[src/rtl/assert_macros.svh]
// Assertion macros shared by the keypad word search RTL.
`ifndef ASSERT_MACROS_SVH
`define ASSERT_MACROS_SVH
`ifndef ASSERT_OFF
`define KW_ASSERT(lbl, prop, msg) \
  lbl: assert property (@(posedge clk) disable iff (!rst_n) prop) else $error(msg);
`define KW_ASSERT_NEVER(lbl, cond, msg) \
  lbl: assert property (@(posedge clk) disable iff (!rst_n) !(cond)) else $error(msg);
`else
`define KW_ASSERT(lbl, prop, msg)
`define KW_ASSERT_NEVER(lbl, cond, msg)
`endif
`endif

[src/rtl/kwrs_pkg.sv]
// Types, constants and the letter-to-digit map for the keypad word search.
`default_nettype none
package kwrs_pkg;

  localparam int MODE_W   = 3;
  localparam int CHAR_W   = 8;
  localparam int ENTRY_W  = 15;
  localparam int POS_W    = 5;
  localparam int CFG_W    = 16;
  localparam int CFG_IDX_W = 2;
  localparam int DCNT_W   = 5;
  localparam int CAND_W   = 17;
  localparam int SEL_W    = 16;
  localparam int DIGIT_W  = 4;

  localparam logic [CHAR_W-1:0] CHAR_TWO  = 8'h32;
  localparam logic [CHAR_W-1:0] CHAR_NINE = 8'h39;
  localparam logic [CHAR_W-1:0] CHAR_LA   = 8'h61;
  localparam logic [CHAR_W-1:0] CHAR_LZ   = 8'h7a;
  localparam logic [CHAR_W-1:0] CHAR_UA   = 8'h41;
  localparam logic [CHAR_W-1:0] CHAR_UZ   = 8'h5a;

  typedef enum logic [MODE_W-1:0] {
    MODE_PUSH    = 3'd0,
    MODE_POP     = 3'd1,
    MODE_NEXT    = 3'd2,
    MODE_PREV    = 3'd3,
    MODE_CLEAR   = 3'd4,
    MODE_REFRESH = 3'd5,
    MODE_LOAD    = 3'd6
  } mode_t;

  localparam logic [CFG_IDX_W-1:0] CFG_BUILTIN_COUNT = 2'd0;
  localparam logic [CFG_IDX_W-1:0] CFG_EXTRA_COUNT   = 2'd1;
  localparam logic [CFG_IDX_W-1:0] CFG_EXTRA_ENABLE  = 2'd2;

  typedef enum logic [1:0] {
    TS_IDLE,
    TS_SRCH_B,
    TS_SRCH_X,
    TS_FIN
  } top_state_t;

  typedef enum logic [2:0] {
    SR_IDLE,
    SR_PICK,
    SR_RD,
    SR_EV,
    SR_DONE
  } srch_state_t;

  typedef struct packed {
    logic go;
    logic table_sel;
  } srch_req_t;

  typedef struct packed {
    logic done;
    logic busy;
  } srch_rsp_t;

  localparam logic [DIGIT_W-1:0] LETTER_KEY [26] = '{
    4'd2, 4'd2, 4'd2, 4'd3, 4'd3, 4'd3, 4'd4, 4'd4, 4'd4, 4'd5, 4'd5, 4'd5, 4'd6,
    4'd6, 4'd6, 4'd7, 4'd7, 4'd7, 4'd7, 4'd8, 4'd8, 4'd8, 4'd9, 4'd9, 4'd9, 4'd9
  };

  // 0 for anything that is not a letter
  function automatic logic [DIGIT_W-1:0] key_of_char(input logic [CHAR_W-1:0] c);
    logic [CHAR_W-1:0] off;
    off = '0;
    if (c >= CHAR_LA && c <= CHAR_LZ) begin
      off = c - CHAR_LA;
      return LETTER_KEY[off[4:0]];
    end else if (c >= CHAR_UA && c <= CHAR_UZ) begin
      off = c - CHAR_UA;
      return LETTER_KEY[off[4:0]];
    end
    return '0;
  endfunction

endpackage
`default_nettype wire

[src/rtl/kwrs_search.sv]
// Lower-bound binary search and run count over one table, reading one character at a time.
`default_nettype none
`include "assert_macros.svh"
module kwrs_search #(
  parameter int MAX_DIGITS  = 24,
  parameter int TABLE_WORDS = 32768,
  parameter int WORD_CHARS  = 32,
  localparam int CW  = $clog2(TABLE_WORDS + 1),
  localparam int LW  = $clog2(MAX_DIGITS + 1),
  localparam int AW  = $clog2(2 * TABLE_WORDS * WORD_CHARS)
) (
  input  wire logic                                            clk,
  input  wire logic                                            rst_n,
  input  wire kwrs_pkg::srch_req_t                             req,
  input  wire logic [CW-1:0]                                   count,
  input  wire logic [MAX_DIGITS-1:0][kwrs_pkg::DIGIT_W-1:0]    digits,
  input  wire logic [LW-1:0]                                   len,
  output logic      [AW-1:0]                                   rd_addr,
  input  wire logic [kwrs_pkg::CHAR_W-1:0]                     rd_data,
  output kwrs_pkg::srch_rsp_t                                  rsp,
  output logic      [CW-1:0]                                   run_start,
  output logic      [CW-1:0]                                   run_len
);

  localparam int PW  = (WORD_CHARS > 1) ? $clog2(WORD_CHARS) : 1;
  localparam int DIW = (MAX_DIGITS > 1) ? $clog2(MAX_DIGITS) : 1;

  kwrs_pkg::srch_state_t state_r, state_nxt;

  logic [CW-1:0] lo_r, lo_nxt, hi_r, hi_nxt, n_r, n_nxt, cnt_r, cnt_nxt, ent_r, ent_nxt;
  logic          run_r, run_nxt, tab_r, tab_nxt;
  logic [LW-1:0] k_r, k_nxt;
  logic [PW-1:0] p_r, p_nxt;
  logic [AW-1:0] base_r, base_nxt;

  logic [CW-1:0]               mid, tgt;
  logic                        bs_live, probe_ok;
  logic [kwrs_pkg::DIGIT_W-1:0] d, dig;
  logic                        fin, lt, eq;
  logic [LW-1:0]               k_step;

  // probe choice
  always_comb begin
    mid      = lo_r + ((hi_r - lo_r) >> 1);
    bs_live  = !run_r && (lo_r < hi_r);
    tgt      = bs_live ? mid : lo_r + n_r;
    probe_ok = bs_live || ((lo_r + n_r) < cnt_r);
  end

  // one character of the key compare
  always_comb begin
    d      = kwrs_pkg::key_of_char(rd_data);
    dig    = digits[k_r[DIW-1:0]];
    fin    = 1'b0;
    lt     = 1'b0;
    eq     = 1'b0;
    k_step = k_r;
    if (rd_data == '0) begin
      fin = 1'b1;
      lt  = k_r < len;
      eq  = !lt;
    end else if (d != '0) begin
      if (k_r >= len) begin
        fin = 1'b1;
      end else if (d != dig) begin
        fin = 1'b1;
        lt  = d < dig;
      end else begin
        k_step = k_r + LW'(1);
      end
    end
    if (!fin && p_r == PW'(WORD_CHARS - 1)) begin
      fin = 1'b1;
      lt  = k_step < len;
      eq  = !lt;
    end
  end

  // next state
  always_comb begin
    state_nxt = state_r;
    unique case (state_r)
      kwrs_pkg::SR_IDLE,
      kwrs_pkg::SR_DONE: state_nxt = req.go ? kwrs_pkg::SR_PICK : kwrs_pkg::SR_IDLE;
      kwrs_pkg::SR_PICK: state_nxt = probe_ok ? kwrs_pkg::SR_RD : kwrs_pkg::SR_DONE;
      kwrs_pkg::SR_RD:   state_nxt = kwrs_pkg::SR_EV;
      kwrs_pkg::SR_EV: begin
        if (!fin) state_nxt = kwrs_pkg::SR_RD;
        else if (run_r && !eq) state_nxt = kwrs_pkg::SR_DONE;
        else state_nxt = kwrs_pkg::SR_PICK;
      end
      default: state_nxt = kwrs_pkg::SR_IDLE;
    endcase
  end

  // outputs
  always_comb begin
    rsp.done = (state_r == kwrs_pkg::SR_DONE);
    rsp.busy = (state_r != kwrs_pkg::SR_IDLE) && (state_r != kwrs_pkg::SR_DONE);
    rd_addr  = base_r + AW'(p_r);
    run_start = lo_r;
    run_len   = n_r;
  end

  // datapath
  always_comb begin
    lo_nxt   = lo_r;
    hi_nxt   = hi_r;
    n_nxt    = n_r;
    cnt_nxt  = cnt_r;
    ent_nxt  = ent_r;
    run_nxt  = run_r;
    tab_nxt  = tab_r;
    k_nxt    = k_r;
    p_nxt    = p_r;
    base_nxt = base_r;
    case (state_r)
      kwrs_pkg::SR_IDLE,
      kwrs_pkg::SR_DONE: begin
        if (req.go) begin
          lo_nxt  = '0;
          hi_nxt  = count;
          n_nxt   = '0;
          cnt_nxt = count;
          run_nxt = 1'b0;
          tab_nxt = req.table_sel;
        end
      end
      kwrs_pkg::SR_PICK: begin
        if (!bs_live) run_nxt = 1'b1;
        ent_nxt  = tgt;
        k_nxt    = '0;
        p_nxt    = '0;
        base_nxt = (AW'(tab_r) * AW'(TABLE_WORDS) + AW'(tgt)) * AW'(WORD_CHARS);
      end
      kwrs_pkg::SR_EV: begin
        k_nxt = k_step;
        if (!fin) begin
          p_nxt = p_r + PW'(1);
        end else if (!run_r) begin
          if (lt) lo_nxt = ent_r + CW'(1);
          else hi_nxt = ent_r;
        end else if (eq) begin
          n_nxt = n_r + CW'(1);
        end
      end
      default: ;
    endcase
  end

  always_ff @(posedge clk) begin
    if (!rst_n) begin
      state_r <= kwrs_pkg::SR_IDLE;
      run_r   <= 1'b0;
      lo_r    <= '0;
      hi_r    <= '0;
      n_r     <= '0;
      cnt_r   <= '0;
    end else begin
      state_r <= state_nxt;
      run_r   <= run_nxt;
      lo_r    <= lo_nxt;
      hi_r    <= hi_nxt;
      n_r     <= n_nxt;
      cnt_r   <= cnt_nxt;
    end
    ent_r  <= ent_nxt;
    tab_r  <= tab_nxt;
    k_r    <= k_nxt;
    p_r    <= p_nxt;
    base_r <= base_nxt;
  end

  `KW_ASSERT(a_lo_le_hi, (state_r != kwrs_pkg::SR_IDLE && !run_r) |-> (lo_r <= hi_r), "search bounds crossed")
  `KW_ASSERT(a_run_bound, run_r |-> ((CW+1)'(lo_r) + (CW+1)'(n_r) <= (CW+1)'(cnt_r)), "run past count")
  `KW_ASSERT(a_k_bound, (state_r == kwrs_pkg::SR_EV) |-> (k_r <= len), "digit index past length")

endmodule
`default_nettype wire
[config.mk]
export PLATFORM = sky130hd
export DESIGN_NAME = kwrs_search
export DESIGN_NICKNAME = d
export VERILOG_FILES = /design/src/rtl/kwrs_pkg.sv /design/src/rtl/kwrs_search.sv
export VERILOG_INCLUDE_DIRS = /design/src /design/src/rtl
export SDC_FILE = /design/constraint.sdc
export NUM_CORES = 1
export LEC_CHECK = 0
export BUFFER_PORTS_ARGS = -buffer_cell sky130_fd_sc_hd__buf_4
export CAP_MARGIN = 20
export CORE_MARGIN = 1
export CORE_UTILIZATION = 55
export DETAILED_ROUTE_END_ITERATION = 6
export GPL_TIMING_DRIVEN = 0
export MAX_ROUTING_LAYER = met4
export PLACE_DENSITY = 0.81
export RECOVER_POWER = 25
export SLEW_MARGIN = 15
export SYNTH_ARGS = -nofsm -noshare
export SYNTH_HDL_FRONTEND = slang
export SYNTH_SLANG_ARGS = --single-unit
[constraint.sdc]
create_clock -name clk -period 12.1 [get_ports clk]
set_input_delay 0.605 -clock clk [delete_from_list [all_inputs] [get_ports clk]]
set_output_delay 0.605 -clock clk [all_outputs]
set_load 0.02 [all_outputs]
==> results.yml <==
pwr:
  netSwitchingPower_mw: 0.384
  irDropWorstVdd_uv: 67.8
  combPwrFrac: 0.400
  swShare: 0.350
  clkPwrFrac: 0.242
  leakage_nw: 4.47
  p_total_mw: 1.10
  seqPwrFrac: 0.358
  power.density_nw_per_um2: 107
  p_int_mw: 0.713
cts:
  hold_buffers: 0
  post-cts-setup-buffers: 0
  clk_path_buf_depth: 2
  postCtsResizedCells: 0
  clkLatencyLatePin_ps: 350
  cts_tree: "built"
  clk_pin_slew_ps: 60
  numClockSinks: 96
  cts_buffers: 9
  cts-htree-levels: 3
  root_buffer: "clkbuf_16"
global_route:
  antenna_found_initial: 0
  grt_pass1_wl_mm: 38.8
  grt.total_usage: 0.319
  grt_max_degree: 17
  grt_pass1_vias: 7601
  grt_overflow_total: 0
setup_path:
  endpoint_kind: "flop"
  crit_path_start_kind: "flop"
  worstSetupPathType: "reg -> reg"
  crit_arrival_ps: 6150
  path_max_fanout: 10
  crit_required_ps: 12310
timing:
  worstMarginPinSlew_ps: 757
  rsz0062_at_grt: "no"
  maxClockFrequency_mhz: 168
  period_needed_ps: 5940
  slew_viol_final: 0
  relSlewSlack: 0.495
  hold_viol_final: 0
  setup_viol_count_final: 0
  fin_crit_sh: 0.491
  tns_ps: 0
  finClkSkew_ps: 7.62
final_layout:
  n_fill_cell: 1258
  diodes: 0
  drive_gt1_frac: 0.218
  num-nets-final: 1373
  areaGrowthSynthToFinish_pct: 21.2
  multi_input_area_sq_um: 5730
  register_area_sq_um: 2200
yosys:
  ys.warnings.count: 0
  synthArstFlopShare: 0
  postSynthCellCount: 966
  seq_area_frac_synth: 0.260
  synth.distinct_cells: 74
  ys.flop_type: "dfxtp_1"
  synth_edf_count: 28
  yosys_register_bits: 96
  syn-num-nets: 1181
  syn_avg_cell_area_sq_um: 8.77
  synth_area_sq_um: 8480
placed_design:
  dpl.hpwl_mm: 20.1
  gp_congestion: 0.914
  port_buffers: 180
routing:
  final_antenna_net_count: 0
  firstDrtPassIters: 5
  dr_total_vias: 8109
  avgRoutedWirePerCell_um: 18.5
  via_per_inst: 6.00
  drcViolationCount: 0
  initialDrtViolationCount: 694
  drt_wl_total_mm: 24.9
outcome:
  outcome: "finished clean"
die:
  coreArea_sq_um: 15100
  rows: 45
  dieArea_sq_um: 15900
  ios: 184
  die_h_um: 126
  dieWidth_um: 126
  start_util: 0.560
min_path:
  hold_path_class: "in -> reg"
job:
  drv_cap: 0
placed cells by master (no fill, tap or decap), types with 30 or more instances in the layout:
cell type    n
a21oi_1     70
buf_4      177
clkbuf_1    46
dfxtp_1     68
ha_1        83
inv_1       66
mux2i_1     30
nand2_1    104
nand3_1     37
nor2_1      64
o21ai_0     35
xnor2_1     40
per-layer routing:
metal  share of wire  wire (um)  GRT usage  vias up
met1            0.41      10100      0.383     3827
met3           0.073       1820     0.0489       37
li1                -          -          -     3910
met5               0          0          -        -
met4           0.020        493     0.0921        0
met2            0.50      12500      0.552      335
synth_stat cells, drive strengths merged (3+ instances only):
master,n,area [sq um]
or2,5,33.8
mux2i,30,300
nand2,104,390
mux2,6,67.6
or3,16,100
xnor2,40,350
nor2,64,240
clkbuf,25,93.8
buf,30,199
o31ai,7,57.6
nand3,37,185
o21bai,3,22.5
xor2,21,184
o21ai,40,223
dfxtp,68,1360
nand4,13,81.3
o211ai,6,45.0
o221ai,19,166
ha,83,1040
fa,3,60.1
mux4,28,631
o2111ai,4,52.6
a211o,3,26.3
a31oi,9,71.3
inv,66,248
edfxtp,28,841
a211oi,9,72.6
nor2b,4,25.0
nand2b,9,56.3
a21o,22,166
and2,8,50.1
a21oi,71,367
a21boi,14,105
nor3,12,65.1
o21a,8,60.1
or4,3,22.5
o41ai,5,43.8
and3,12,75.1
cells by family after synthesis:
group,after synthesis,share of synthesized area
AND/OR/NAND/NOR,299,0.170
AO/OA/AOI/OAI,239,0.196
buffers and inverters,121,0.0638
flip-flops,96,0.260
adder cells (fa/ha/maj),86,0.130
multiplexers,64,0.118
XOR/XNOR,61,0.0630
layout make-up:
type | count | area share
plain buffers | 55 | 0.0285
clock buffers | 11 | 0.0236
clock inverters | 5 | 0.00305
inverters | 66 | 0.0241
multi-input cells | 749 | 0.558
flip-flops and latches | 96 | 0.214
well taps | 188 | 0.0229
repair buffers | 181 | 0.125
stage by stage:
step                hold slack (ps)  setup slack [ps]  utilization  std cells  instance area (sq um)
finish                          457              6160        0.678       1351                  10300
global route                    457              5770        0.678       1351                  10300
CTS                             436              6200        0.684       1351                  10400
detailed placement              451              6210        0.666       1335                  10100
global placement                444              6330        0.664       1334                  10100
floorplan                       436              7180            -        966                   8480
sequential cells by signal (all words and copies together) (netlist names), 3 cells and up:
signal,flops
run_start,16
k_r,5
p_r,5
run_len,16
hi_r,16
cnt_r,16
ent_r,16
state_r,3
power groups by stage:
stage | clock (mW) | sequential (mW) | combinational (mW)
6_report | 0.266 | 0.392 | 0.439
5_1_grt | 0.281 | 0.395 | 0.478
4_1_cts | 0.266 | 0.391 | 0.438
3_5_place_dp | 0 | 0.398 | 0.436
3_3_place_gp | 0 | 0.397 | 0.426
2_1_floorplan | 0 | 0.391 | 0.310
worst paths after layout:
check / start / to / slack (ps) / depth (start not counted)
setup / recovery: k_r[0] / hi_r[9] / 6160 / 19
hold / removal: req[0] / tab_r / 460 / 1
setup reg to reg: k_r[0] / hi_r[9] / 6160 / 19
hold reg to reg: cnt_r[11] / cnt_r[11] / 460 / 2
critical path, stage by stage, from the launching register on:
cell and delay, ps:
edfxtp_1 350, clkbuf_1 530, buf_2 430, mux4_2 560
mux4_2 480, mux2i_1 230, ha_1 190, nand4_1 130
a211o_1 270, nor2_1 320, nand2_1 120, xnor2_1 280
ha_1 300, a21o_1 170, a21oi_1 200, o211ai_1 110
a21o_2 260, nand4_1 300, clkbuf_1 420, a21oi_1 130
(Power assumes the default switching activity.)
